## src/scd_pkg.sv

```systemverilog
// ----------------------------------------------------------------------------
// scd_pkg
// Shared constants for the scratchpad crc and temperature decoder.
// ----------------------------------------------------------------------------
package scd_pkg;

    localparam int FRAME_BYTES = 9;
    localparam int POS_W       = 5;

    localparam logic [POS_W-1:0] LAST_POS = POS_W'(FRAME_BYTES - 1);
    localparam logic [POS_W-1:0] POS_TEMP_LOW  = POS_W'(0);
    localparam logic [POS_W-1:0] POS_TEMP_HIGH = POS_W'(1);
    localparam logic [POS_W-1:0] POS_CONFIG    = POS_W'(4);

    localparam logic [7:0] CRC_POLY = 8'h8C;

    localparam logic [1:0] RES_9BIT  = 2'd0;
    localparam logic [1:0] RES_10BIT = 2'd1;
    localparam logic [1:0] RES_11BIT = 2'd2;
    localparam logic [1:0] RES_12BIT = 2'd3;

    localparam logic signed [15:0] CENTI_MAX = 16'sh7FFF;
    localparam logic signed [15:0] CENTI_MIN = -16'sh8000;

endpackage

```

## src/scd_crc8.sv

```systemverilog
// ----------------------------------------------------------------------------
// scd_crc8
// Reflected crc-8 update over one byte, bit by bit from the lsb.
// ----------------------------------------------------------------------------
module scd_crc8 (
    input  logic [7:0] crc_in,
    input  logic [7:0] data_in,
    output logic [7:0] crc_out
);
    import scd_pkg::*;

    always_comb begin
        logic [7:0] c;
        logic [7:0] d;
        c = crc_in;
        d = data_in;
        for (int k = 0; k < 8; k++) begin
            if (c[0] ^ d[0]) begin
                c = (c >> 1) ^ CRC_POLY;
            end else begin
                c = c >> 1;
            end
            d = d >> 1;
        end
        crc_out = c;
    end

endmodule

```

## src/scd_temp_decode.sv

```systemverilog
// ----------------------------------------------------------------------------
// scd_temp_decode
// Raw reading to hundredths of a degree: resolution mask, times 25,
// divide by 4 rounding half away from zero, saturate to 16 bits signed.
// ----------------------------------------------------------------------------
module scd_temp_decode (
    input  logic [7:0]         temp_low,
    input  logic [7:0]         temp_high,
    input  logic [1:0]         res_bits,
    output logic signed [15:0] centi
);
    import scd_pkg::*;

    logic [15:0]        raw;
    logic [15:0]        masked;
    logic signed [20:0] wide;
    logic signed [20:0] scaled;
    logic               neg;
    logic [20:0]        mag;
    logic [20:0]        mag_rnd;
    logic [18:0]        q;

    assign raw = {temp_high, temp_low};

    always_comb begin
        unique case (res_bits)
            RES_9BIT:  masked = raw & 16'hFFF8;
            RES_10BIT: masked = raw & 16'hFFFC;
            RES_11BIT: masked = raw & 16'hFFFE;
            RES_12BIT: masked = raw;
            default:   masked = raw;
        endcase
    end

    // times 25 as 16 + 8 + 1
    assign wide    = 21'(signed'(masked));
    assign scaled  = (wide <<< 4) + (wide <<< 3) + wide;
    assign neg     = scaled[20];
    assign mag     = neg ? 21'(-scaled) : 21'(scaled);
    assign mag_rnd = mag + 21'd2;
    assign q       = mag_rnd[20:2];

    always_comb begin
        if (neg) begin
            if (q > 19'd32768) begin
                centi = CENTI_MIN;
            end else begin
                centi = signed'(16'(-q));
            end
        end else begin
            if (q > 19'd32767) begin
                centi = CENTI_MAX;
            end else begin
                centi = signed'(q[15:0]);
            end
        end
    end

endmodule

```

## src/scratchpad_crc_temp_decoder_core.sv

```systemverilog
// ----------------------------------------------------------------------------
// scratchpad_crc_temp_decoder_core
// Path: the last byte passes the input register, then crc/decode logic into
// the result register, which drives m_tvalid.
// Throughput: one byte per cycle, both registers stalled only while a result
// waits.
// Reset: synchronous active-low aresetn clears crc, byte position, stored
// temperature and resolution fields and both valid flags.
// ----------------------------------------------------------------------------
module scratchpad_crc_temp_decoder_core (
    input  logic        aclk,
    input  logic        aresetn,
    input  logic        s_tvalid,
    output logic        s_tready,
    input  logic [7:0]  s_tdata,   // [7:0] data_byte
    input  logic        s_tuser,   // [0] frame_start
    output logic        m_tvalid,
    input  logic        m_tready,
    output logic [15:0] m_tdata,   // [15:0] temp_centi
    output logic        m_tuser    // [0] crc_ok
);
    import scd_pkg::*;

    logic               stall;
    logic               in_valid_reg;
    logic [7:0]         in_byte_reg;
    logic               in_start_reg;
    logic [7:0]         crc_reg;
    logic [7:0]         crc_next;
    logic [POS_W-1:0]   pos_reg;
    logic [POS_W-1:0]   pos_eff;
    logic [7:0]         crc_eff;
    logic               last_byte;
    logic [7:0]         temp_low_reg;
    logic [7:0]         temp_high_reg;
    logic [1:0]         res_reg;
    logic signed [15:0] centi;
    logic               out_valid_reg;
    logic [15:0]        out_centi_reg;
    logic               out_crc_ok_reg;

    assign stall    = out_valid_reg && !m_tready;
    assign s_tready = !stall;

    assign pos_eff   = in_start_reg ? '0 : pos_reg;
    assign crc_eff   = in_start_reg ? 8'h00 : crc_reg;
    assign last_byte = pos_eff >= LAST_POS;

    scd_crc8 u_crc (
        .crc_in  (crc_eff),
        .data_in (in_byte_reg),
        .crc_out (crc_next)
    );

    scd_temp_decode u_decode (
        .temp_low  (temp_low_reg),
        .temp_high (temp_high_reg),
        .res_bits  (res_reg),
        .centi     (centi)
    );

    // input register
    always_ff @(posedge aclk) begin
        if (!aresetn) begin
            in_valid_reg <= 1'b0;
        end else if (!stall) begin
            in_valid_reg <= s_tvalid;
        end
        if (!stall && s_tvalid) begin
            in_byte_reg  <= s_tdata;
            in_start_reg <= s_tuser;
        end
    end

    // frame state and result register
    always_ff @(posedge aclk) begin
        if (!aresetn) begin
            crc_reg       <= 8'h00;
            pos_reg       <= '0;
            temp_low_reg  <= 8'h00;
            temp_high_reg <= 8'h00;
            res_reg       <= RES_9BIT;
            out_valid_reg <= 1'b0;
        end else if (!stall) begin
            out_valid_reg <= 1'b0;
            if (in_valid_reg) begin
                if (pos_eff == POS_TEMP_LOW) begin
                    temp_low_reg <= in_byte_reg;
                end else if (pos_eff == POS_TEMP_HIGH) begin
                    temp_high_reg <= in_byte_reg;
                end else if (pos_eff == POS_CONFIG) begin
                    res_reg <= in_byte_reg[6:5];
                end
                if (last_byte) begin
                    crc_reg       <= 8'h00;
                    pos_reg       <= '0;
                    out_valid_reg <= 1'b1;
                end else begin
                    crc_reg <= crc_next;
                    pos_reg <= pos_eff + POS_W'(1);
                end
            end
        end
    end

    always_ff @(posedge aclk) begin
        if (!stall && in_valid_reg && last_byte) begin
            out_centi_reg  <= 16'(centi);
            out_crc_ok_reg <= (crc_eff == in_byte_reg);
        end
    end

    assign m_tvalid = out_valid_reg;
    assign m_tdata  = out_centi_reg;
    assign m_tuser  = out_crc_ok_reg;

`ifndef SYNTH
    a_pos_range: assert property (@(posedge aclk) disable iff (!aresetn)
        pos_reg <= LAST_POS)
        else $error("byte position beyond frame length");

    a_result_source: assert property (@(posedge aclk) disable iff (!aresetn)
        $rose(m_tvalid) |-> $past(in_valid_reg))
        else $error("result without a byte in the input register");

    a_stall_blocks_input: assert property (@(posedge aclk) disable iff (!aresetn)
        (out_valid_reg && !m_tready) |-> (!s_tready ##1 $stable(pos_reg)))
        else $error("input taken or state changed while result stalled");

    a_crc_cleared: assert property (@(posedge aclk) disable iff (!aresetn)
        $rose(out_valid_reg) |-> (crc_reg == 8'h00 && pos_reg == '0))
        else $error("frame state not cleared after last byte");
`endif

endmodule

```

## config.mk

```make
export PLATFORM = sky130hd
export DESIGN_NAME = scratchpad_crc_temp_decoder_core
export DESIGN_NICKNAME = d
export VERILOG_FILES = /design/src/scd_pkg.sv /design/src/scd_crc8.sv /design/src/scd_temp_decode.sv /design/src/scratchpad_crc_temp_decoder_core.sv
export SDC_FILE = /design/constraint.sdc
export NUM_CORES = 1
export LEC_CHECK = 0
export ABC_CLOCK_PERIOD_IN_PS = 8500
export BUFFER_PORTS_ARGS = -buffer_cell sky130_fd_sc_hd__buf_2
export CORE_MARGIN = 1.5
export CORE_UTILIZATION = 66
export DETAILED_ROUTE_END_ITERATION = 8
export MAX_ROUTING_LAYER = met4
export PLACE_DENSITY_LB_ADDON = 0.2
export SYNTH_ARGS = -nofsm -noshare
export SYNTH_HDL_FRONTEND = slang
export SYNTH_SLANG_ARGS = --single-unit
```

## constraint.sdc

```tcl
create_clock -name aclk -period 8.5 [get_ports aclk]
set_input_delay 0.425 -clock aclk [delete_from_list [all_inputs] [get_ports aclk]]
set_output_delay 0.425 -clock aclk [all_outputs]
set_load 0.05 [all_outputs]
```

==> results.tsv, run 1 <==
stage	metric	value	unit
critical_path	crit path cell chain	nand3_1 -> fa_1 -> inv_1 -> ha_1 -> fa_1 -> or3_4 -> nor4_2 -> o221ai_1 -> a2111oi_2 -> nor3_1 -> o21ai_2 -> o211ai_1 -> a211oi_2 -> nor4_2 -> o211ai_2 -> o21ai_0	
routing	via count	5027	
critical_path	CP startpoint kind	flop	
finish	Non-Filler Instances	776	
floorplanning	DIE WIDTH	97.0	um
grt	total grt overflow	0	
timing	setup tns final	0	ps
synth	Seq/Total Area, Yosys	24.7	%
timing	Worst slew margin	41.6	%
timing	Hold Vio Cnt, Final	0	
synth	synthesized instance count	649	
synth	post-synth top area share	13.4	%
pwr	Leak	2.44	nW
critical_path	Critical Path RT	8560	ps
pwr	pwr dens	131	mW/mm2
place	RD Place Congestion	0.946	
clock_tree	Gates resized, CTS repair	0	
grt	GR Util All Layers	29.5	%
hold_path	Hold/Removal Path Class	in2reg	
critical_path	Crit Path Class	reg2reg	
timing	Peak Freq	158	MHz
finish	diode count	0	
synth	Synthesized Nets	700	
status	outcome	finished clean	
synth	number of distinct library cells after synthesis	89	
place	Port Buf Inserts	31	
timing	Slew @ Worst Pin	873	ps
routing	post-route ant nets	0	
clock_tree	CTS tree	yes	
synth	Yosys reg bits	59	
critical_path	Crit path largest cell delay	730	ps
floorplanning	die area	0.00941	mm2
synth	Synth area leader	edfxtp_1	
synth	Syn Area/Cell	8.99	um2
place	DP Area	0.00603	mm2
clock_tree	Clk Latency, worst-skew pair	350	ps
floorplanning	Die H	97.0	um
finish	Largest register FFs	16	
critical_path	CP max stage cell	o211ai_2	
synth	Async SR Flop Fraction	0	%
place	hpwl dp	10.0	mm
clock_tree	clock tree buffer depth	2	
floorplanning	Initial Util	67.6	%
finish	cell area after layout	0.00624	mm2
critical_path	crit path capture type	flop	
pwr	Peak VDD IR	0.102	mV
synth	number of flops mapped to enable cells by yosys	26	
routing	DRC errors left	0	
clock_tree	CTS Hold Buffers Added	0	
grt	vias in the first global route	4846	
clock_tree	CTS buffer count	9	
critical_path	R2R Path End	m_tdata[6]$_DFFE_PP_	
place	DP Cell Count	760	
synth	Synth Cell Area	0.00584	mm2
floorplanning	IO Count	32	
hold_path	Hold Crit Depth	1	
routing	Pre-antenna DRT Iters	6	
synth	synth top area cells	edfxtp_1 13%, dfxtp_1 11%, xnor2_1 6.5%, fa_1 5.1%, ha_1 4.9%	
critical_path	r2r setup slk	2190	ps
routing	DR WL/cell	17.2	um
timing	min Tclk post-route	6310	ps
routing	final wirelength	13.4	mm
routing	Vias/cell	6.48	
run	max-cap check violation count	0	
timing	Setup violations, final	0	
clock_tree	clk root buf	clkbuf_8	
synth	Synth Flop Type	dfxtp_1	
critical_path	maximum fanout along the worst path	15	
hold_path	hold endpoint	in_byte_reg[3]$_DFFE_PP_	
timing	post-route worst setup slack	2190	ps
critical_path	Reg2Reg Depth	16	
place	Place WS	2370	ps
clock_tree	Reg clk slew, reported paths	70	ps
critical_path	Arr. time, crit path	6370	ps
synth	total number of yosys warnings	0	
clock_tree	clock sink count	59	
finish	ratio of cells with drive above 1 in the final layout	14.1	%
grt	first-pass GRT wire length	22.6	mm
pwr	Final Power	818	uW
timing	RSZ-0062 raised after global routing	false	
clock_tree	H-Tree Depth	3	
timing	Slew Viols, Final	0	
floorplanning	core area	0.00864	mm2
critical_path	worst reg2reg startpoint	res_reg[0]$_SDFFE_PN0P_	
finish	synth-to-layout area growth	6.90	%
timing	clock skew	12.4	ps
floorplanning	Cell Rows	34	
routing	initial drt markers	297	
clock_tree	setup bufs post-CTS	0	
finish	Nets	714	
timing	crit share post-route	74.3	%
grt	initial antenna violation count	0	
hold_path	worst min-delay path startpoint	s_tdata[3]	
grt	maximum number of pins on one net before global-route repair	34	
[cell families after synthesis]
logic type / synth area share [%]
mux: 5.10
flops: 24.7
simple gates: 20.9
compound gates: 25.3
fa+ha+maj: 10.1
buf+inv: 3.90
xor+xnor: 9.93
[per-stage QoR]
| step | hold slack [ps] | util, % |
|---|---|---|
| floorplan | 441 | - |
| global placement | 450 | 69.8 |
| detailed placement | 458 | 69.8 |
| CTS | 255 | 72.2 |
| global route | 251 | 72.2 |
| finish | 251 | 72.2 |
[layout make-up]
type | count | area, um2
Clock inverter | 2 | 13.8
Inverter | 25 | 93.8
Clock buffer | 14 | 195
Multi-Input combinational cell | 533 | 4170
Timing Repair Buffer | 35 | 185
Tap cell | 108 | 135
Fill cell | 661 | 2400
Sequential cell | 59 | 1440
[cell usage in the layout, fill, tap and decap left out, drive strengths merged, types with 6 or more instances in the layout]
| cell | n |
|---|---|
| edfxtp | 26 |
| o22ai | 15 |
| a31oi | 7 |
| dfxtp | 33 |
| o21ai | 27 |
| inv | 25 |
| o21a | 7 |
| a21oi | 25 |
| a21o | 9 |
| nand2b | 11 |
| nor3 | 15 |
| nor4 | 10 |
| xnor2 | 44 |
| ha | 23 |
| nor2 | 45 |
| xor2 | 17 |
| and3 | 13 |
| mux2i | 26 |
| a211oi | 7 |
| nand3 | 17 |
| nor2b | 41 |
| a22oi | 10 |
| clkbuf | 14 |
| o31ai | 7 |
| or3 | 7 |
| fa | 15 |
| o211ai | 7 |
| buf | 35 |
| nand4 | 6 |
| nand2 | 33 |
[Yosys cell counts, types with 4 or more instances]
master and number:
o21ai_0 21, nand2b_1 11, o21ai_2 4, a211oi_1 4, a31oi_1 7, clkbuf_1 24, nand2_1 33, xor2_1 15
a21o_1 9, o22ai_2 7, nor2_1 45, o2111ai_1 5, a41o_1 4, fa_1 15, nor3_1 15, and2_1 5
mux2i_1 26, or4_1 5, o211ai_1 5, o2111a_1 5, and3_1 13, nand3_1 17, nor2b_1 41, xnor2_1 43
o21a_1 7, nand4_1 6, o31a_1 4, a22oi_1 9, or3_1 6, a21oi_1 23, o221a_2 4, edfxtp_1 26
a21boi_0 4, buf_2 4, dfxtp_1 33, a211o_1 4, o31ai_1 6, nor4_1 7, inv_1 24, ha_1 23
o22ai_1 8
[how the worst max path moves through the flow]
stage | start | end | slack (ps) | depth (start not counted)
after floorplan | res_reg[0]$_SDFFE_PN0P_ | m_tdata[11]$_DFFE_PP_ | 3350 | 17
after global placement | res_reg[0]$_SDFFE_PN0P_ | m_tdata[6]$_DFFE_PP_ | 2710 | 16
after detailed placement | res_reg[1]$_SDFFE_PN0P_ | m_tdata[6]$_DFFE_PP_ | 2370 | 16
after CTS | res_reg[0]$_SDFFE_PN0P_ | m_tdata[6]$_DFFE_PP_ | 2250 | 16
after global routing | res_reg[1]$_SDFFE_PN0P_ | m_tdata[6]$_DFFE_PP_ | 1820 | 16
final | res_reg[0]$_SDFFE_PN0P_ | m_tdata[6]$_DFFE_PP_ | 2190 | 16
[critical path, delay by kind of cell, from the launching register on]
family	cells	cell delay [ps]
adders and majority gates	3	1330
AOI/OAI and AO/OA	7	2780
DFF	1	500
and+or+nand+nor	5	1350
buffers and inverters	1	50
[power by group]
part	total [mW]	switching [mW]	internal (mW)	leakage [nW]
logic	0.219	0.123	0.0962	1.81
clock network	0.271	0.121	0.150	0.107
registers	0.327	0.0177	0.309	0.520
[per-layer routing]
layer	global-route usage [%]	part of all wire [%]	vias up
li1	-	-	2466
met1	36.6	44	2370
met2	50.0	49	163
met3	3.83	4.5	28
met4	9.36	2.0	0
met5	-	0	-
Note: power is estimated with default switching activity, not from simulation.
==> run 2, diff against run 1 <==
- ABC_CLOCK_PERIOD_IN_PS: 8500 -> 6200
- CORE_UTILIZATION: 66 -> 63
- clock period: 8.5 -> 6.2 ns (I/O delays scaled with it)
==> results.tsv, run 2 (synthesized netlist as in run 1, its figures left out) <==
stage	metric	value	unit
status	outcome	finished clean	
clock_tree	Reg clk slew, reported paths	80	ps
timing	RSZ-0062 raised after global routing	false	
place	hpwl dp	9.76	mm
floorplanning	core area	0.00885	mm2
critical_path	Crit path largest cell delay	540	ps
clock_tree	Gates resized, CTS repair	0	
routing	final wirelength	13.1	mm
critical_path	crit path cell chain	nand3_1 -> fa_1 -> inv_1 -> ha_1 -> fa_1 -> or3_4 -> nor4_2 -> o221ai_1 -> a2111oi_2 -> nor3_1 -> o21ai_2 -> o211ai_1 -> a211oi_2 -> nor4_2 -> o211ai_2 -> buf_4 -> a221oi_1	
timing	crit share post-route	93.4	%
finish	cell area after layout	0.00624	mm2
pwr	Comb power frac	27.2	%
clock_tree	CTS buffer count	9	
routing	DR WL/cell	16.8	um
finish	synth-to-layout area growth	6.90	%
pwr	Cell Int Power	737	uW
floorplanning	Cell Rows	34	
pwr	Leak	2.44	nW
floorplanning	die area	0.00985	mm2
critical_path	Arr. time, crit path	5860	ps
critical_path	CP top delay family	compound AO/OA/AOI/OAI gates	
clock_tree	Clk Latency, worst-skew pair	350	ps
finish	diode count	0	
place	Place WS	522	ps
grt	initial antenna violation count	0	
timing	Setup violations, final	0	
grt	total grt overflow	0	
place	Port Buf Inserts	31	
pwr	switching share of power	32.9	%
routing	Vias/cell	6.48	
clock_tree	CTS Hold Buffers Added	0	
finish	commonest cells after routing, fill and taps aside	45 x nor2_1, 43 x xnor2_1, 41 x nor2b_1, 33 x nand2_1, 32 x dfxtp_1	
clock_tree	setup bufs post-CTS	0	
pwr	pwr dens	176	mW/mm2
critical_path	Crit Path Class	reg2reg	
critical_path	CP max stage cell	fa_1	
timing	setup tns final	0	ps
clock_tree	clock sink count	59	
grt	GR Util All Layers	28.1	%
timing	clock skew	16.7	ps
pwr	Peak VDD IR	0.205	mV
place	RD Place Congestion	0.899	
floorplanning	IO Count	32	
critical_path	Critical Path RT	6260	ps
routing	via count	5038	
pwr	switching pwr	361	uW
grt	first-pass GRT wire length	22.3	mm
finish	Nets	716	
critical_path	maximum fanout along the worst path	15	
place	DP Area	0.00604	mm2
critical_path	CP startpoint kind	flop	
grt	maximum number of pins on one net before global-route repair	34	
critical_path	crit path capture type	flop	
run	max-cap check violation count	0	
finish	ratio of cells with drive above 1 in the final layout	14.6	%
timing	Slew Viols, Final	0	
clock_tree	clock tree buffer depth	2	
timing	post-route worst setup slack	408	ps
clock_tree	clk root buf	clkbuf_8	
routing	initial drt markers	251	
timing	Slew @ Worst Pin	851	ps
clock_tree	CTS tree	yes	
floorplanning	Die H	99.2	um
grt	vias in the first global route	4859	
timing	Peak Freq	173	MHz
timing	min Tclk post-route	5790	ps
routing	post-route ant nets	0	
floorplanning	DIE WIDTH	99.2	um
pwr	clock share of power	32.0	%
floorplanning	Initial Util	66.0	%
pwr	Sequential Power Share	40.8	%
timing	Hold Vio Cnt, Final	0	
finish	most common cell after layout, fill and taps aside	nor2_1	
clock_tree	H-Tree Depth	3	
routing	DRC errors left	0	
routing	Pre-antenna DRT Iters	6	
finish	Largest register FFs	16	
timing	Worst slew margin	43.1	%
hold_path	Hold/Removal Path Class	in2reg	
critical_path	CP bufs+invs	2	
-- run 2: cell types whose count changed in the layout (fill, tap and decap cells not counted) --
cell       change
clkinv_2       +1
inv_4          +2
inv_6          +1
clkbuf_16      -1
buf_4          +2
clkbuf_1       -2
clkinv_4       -1
-- run 2: worst reg2reg max path: stages, from the launching register on --
cell and delay [ps]:
dfxtp_1 500, nand3_1 220, fa_1 520, inv_1 40, ha_1 240, fa_1 540, or3_4 440, nor4_2 390
o221ai_1 280, a2111oi_2 420, nor3_1 160, o21ai_2 410, o211ai_1 180, a211oi_2 490, nor4_2 110, o211ai_2 170
buf_4 260, a221oi_1 110
-- run 2: power groups by stage --
stage | sequential (mW) | combinational (mW) | clock (mW)
2_1_floorplan | 0.446 | 0.252 | 0
3_3_place_gp | 0.455 | 0.286 | 0
3_5_place_dp | 0.456 | 0.293 | 0
4_1_cts | 0.447 | 0.296 | 0.354
5_1_grt | 0.450 | 0.331 | 0.372
6_report | 0.448 | 0.299 | 0.351
-- run 2: stage by stage --
| step | total power, mW | cells | utilization [%] | hold WS [ps] |
|---|---|---|---|---|
| 6_report | 1.10 | 778 | 70.5 | 141 |
| 5_1_grt | 1.15 | 778 | 70.5 | 126 |
| 4_1_cts | 1.10 | 778 | 70.5 | 128 |
| 2_1_floorplan | 0.698 | 649 | - | 409 |
| 3_3_place_gp | 0.741 | 762 | 68.3 | 449 |
| 3_5_place_dp | 0.749 | 762 | 68.3 | 464 |
-- run 2: path summary, 6_finish.rpt --
path | start | endpoint | slack (ps) | cells after the start
worst max-delay path | res_reg[0]$_SDFFE_PN0P_ | m_tdata[13]$_DFFE_PP_ | 410 | 17
worst min-delay path | s_tuser | in_start_reg$_DFFE_PP_ | 140 | 1
worst max register to register | res_reg[0]$_SDFFE_PN0P_ | m_tdata[13]$_DFFE_PP_ | 410 | 17
worst min register to register | pos_reg[3]$_SDFFE_PN0P_ | pos_reg[3]$_SDFFE_PN0P_ | 470 | 2
-- run 2: metal layers --
metal / global-route usage (%) / share of wire (%) / up-vias
met1: 35.0 / 46 / 2406
met2: 46.7 / 48 / 152
met5: - / 0 / -
met3: 5.06 / 4.5 / 19
li1: - / - / 2461
met4: 8.67 / 1.3 / 0
-- run 2: area by class of cell --
| cell class | count | area [um2] |
|---|---|---|
| multi-input cells | 533 | 4170 |
| fillers | 699 | 2610 |
| flip-flops and latches | 59 | 1440 |
| repair buffers | 37 | 200 |
| clock buffers | 11 | 163 |
| well taps | 108 | 135 |
| inverters | 25 | 93.8 |
| clock inverters | 5 | 31.3 |
==> run 3, diff against run 2 <==
- CELL_PAD_IN_SITES_DETAIL_PLACEMENT: not set -> 1
- CELL_PAD_IN_SITES_GLOBAL_PLACEMENT: not set -> 2
- CORE_UTILIZATION: 63 -> 40
==> results.tsv, run 3 (synthesized netlist as in run 1, its figures left out) <==
stage	metric	value	unit
critical_path	crit path capture type	flop	
critical_path	CP startpoint kind	flop	
timing	clock skew	8.10	ps
clock_tree	Reg clk slew, reported paths	50	ps
clock_tree	CTS tree	yes	
finish	ratio of cells with drive above 1 in the final layout	15.0	%
timing	Worst slew margin	40.0	%
clock_tree	CTS buffer count	9	
hold_path	Hold/Removal Path Class	in2reg	
timing	post-route worst setup slack	380	ps
clock_tree	Clk Latency, worst-skew pair	340	ps
finish	commonest cells after routing, fill and taps aside	45 x nor2_1, 43 x xnor2_1, 41 x nor2b_1, 33 x nand2_1, 32 x dfxtp_1	
routing	post-route ant nets	0	
timing	Slew @ Worst Pin	897	ps
floorplanning	IO Count	32	
finish	Nets	720	
clock_tree	clock tree buffer depth	2	
critical_path	Critical Path RT	6340	ps
grt	first-pass GRT wire length	26.0	mm
place	Port Buf Inserts	31	
finish	most common cell after layout, fill and taps aside	nor2_1	
timing	setup tns final	0	ps
pwr	Leak	2.50	nW
grt	GR Util All Layers	22.1	%
floorplanning	Cell Rows	43	
routing	via count	5001	
place	RD Place Congestion	0.773	
finish	Largest register FFs	16	
place	hpwl dp	11.9	mm
timing	min Tclk post-route	5820	ps
pwr	Peak VDD IR	0.181	mV
floorplanning	Die H	124	um
timing	Hold Vio Cnt, Final	0	
grt	initial antenna violation count	0	
finish	diode count	0	
routing	initial drt markers	188	
timing	Slew Viols, Final	0	
floorplanning	DIE WIDTH	124	um
clock_tree	H-Tree Depth	3	
floorplanning	die area	0.0153	mm2
routing	Pre-antenna DRT Iters	4	
floorplanning	Initial Util	41.6	%
routing	DR WL/cell	18.1	um
timing	Peak Freq	172	MHz
critical_path	maximum fanout along the worst path	15	
finish	synth-to-layout area growth	10.9	%
grt	maximum number of pins on one net before global-route repair	58	
status	outcome	finished clean	
clock_tree	clock sink count	59	
pwr	pwr dens	195	mW/mm2
run	max-cap check violation count	0	
routing	DRC errors left	0	
grt	total grt overflow	0	
timing	RSZ-0062 raised after global routing	false	
routing	Vias/cell	5.86	
critical_path	Crit Path Class	reg2reg	
clock_tree	CTS Hold Buffers Added	0	
grt	vias in the first global route	5207	
floorplanning	core area	0.0140	mm2
critical_path	Arr. time, crit path	5960	ps
place	Place WS	276	ps
timing	Setup violations, final	0	
clock_tree	clk root buf	clkbuf_16	
routing	final wirelength	15.5	mm
timing	crit share post-route	93.9	%
[run 3: path summary, 6_finish.rpt]
path                                         startpoint                  endpoint  slack [ps]  cells after the start
worst max-delay path            res_reg[0]$_SDFFE_PN0P_     m_tdata[13]$_DFFE_PP_         380                     15
worst min-delay path                         s_tdata[6]  in_byte_reg[6]$_DFFE_PP_         140                      1
worst max register to register  res_reg[0]$_SDFFE_PN0P_     m_tdata[13]$_DFFE_PP_         380                     15
worst min register to register  pos_reg[3]$_SDFFE_PN0P_   pos_reg[3]$_SDFFE_PN0P_         480                      2
[run 3: area by class of cell]
type,instances,area (um2)
fill,1638,7570
multi-input combinational,533,4180
sequential,59,1440
clock buffer,13,282
timing repair buffer,41,230
tap,180,225
inverter,25,93.8
clock inverter,3,18.8
[run 3: layer usage]
layer	track usage [%]	vias up	part of all wire (%)
li1	-	2466	-
met1	25.3	2465	45
met2	40.0	57	51
met3	3.62	13	2.7
met4	5.46	0	1.1
met5	-	-	0
[run 3: power by group]
part,leakage (nW),switching (mW),internal (mW),total (mW)
logic,1.83,0.173,0.134,0.307
clock network,0.147,0.188,0.316,0.504
registers,0.520,0.0249,0.425,0.450
total,2.50,0.385,0.875,1.26
[run 3: what timing repair did]
item | in CTS | in global routing
endpoints found under the setup margin | 0 | 15
gates resized for setup | 0 | 1
buffers inserted | 0 | 4
[run 3: metrics by stage]
step | power, mW | hold slack (ps) | instance area [um2] | util, % | cells
after CTS | 1.27 | 129 | 6430 | 45.8 | 850
after global placement | 0.756 | 459 | 6130 | 43.7 | 834
after global routing | 1.32 | 132 | 6470 | 46.1 | 854
final | 1.26 | 139 | 6470 | 46.1 | 854
after detailed placement | 0.763 | 473 | 6130 | 43.7 | 834
after floorplan | 0.698 | 409 | 5840 | - | 649
[run 3: worst max-delay path, cell delays in order (launching register included)]
cell and delay [ps]:
dfxtp_1 520, nand3_1 210, fa_1 520, inv_1 40
ha_1 240, fa_1 540, or3_4 440, nor4_2 400
o221ai_1 320, or4_1 700, mux2_4 370, a22oi_4 180
a21oi_2 110, o21ai_2 480, nor2_1 150, a221oi_1 380
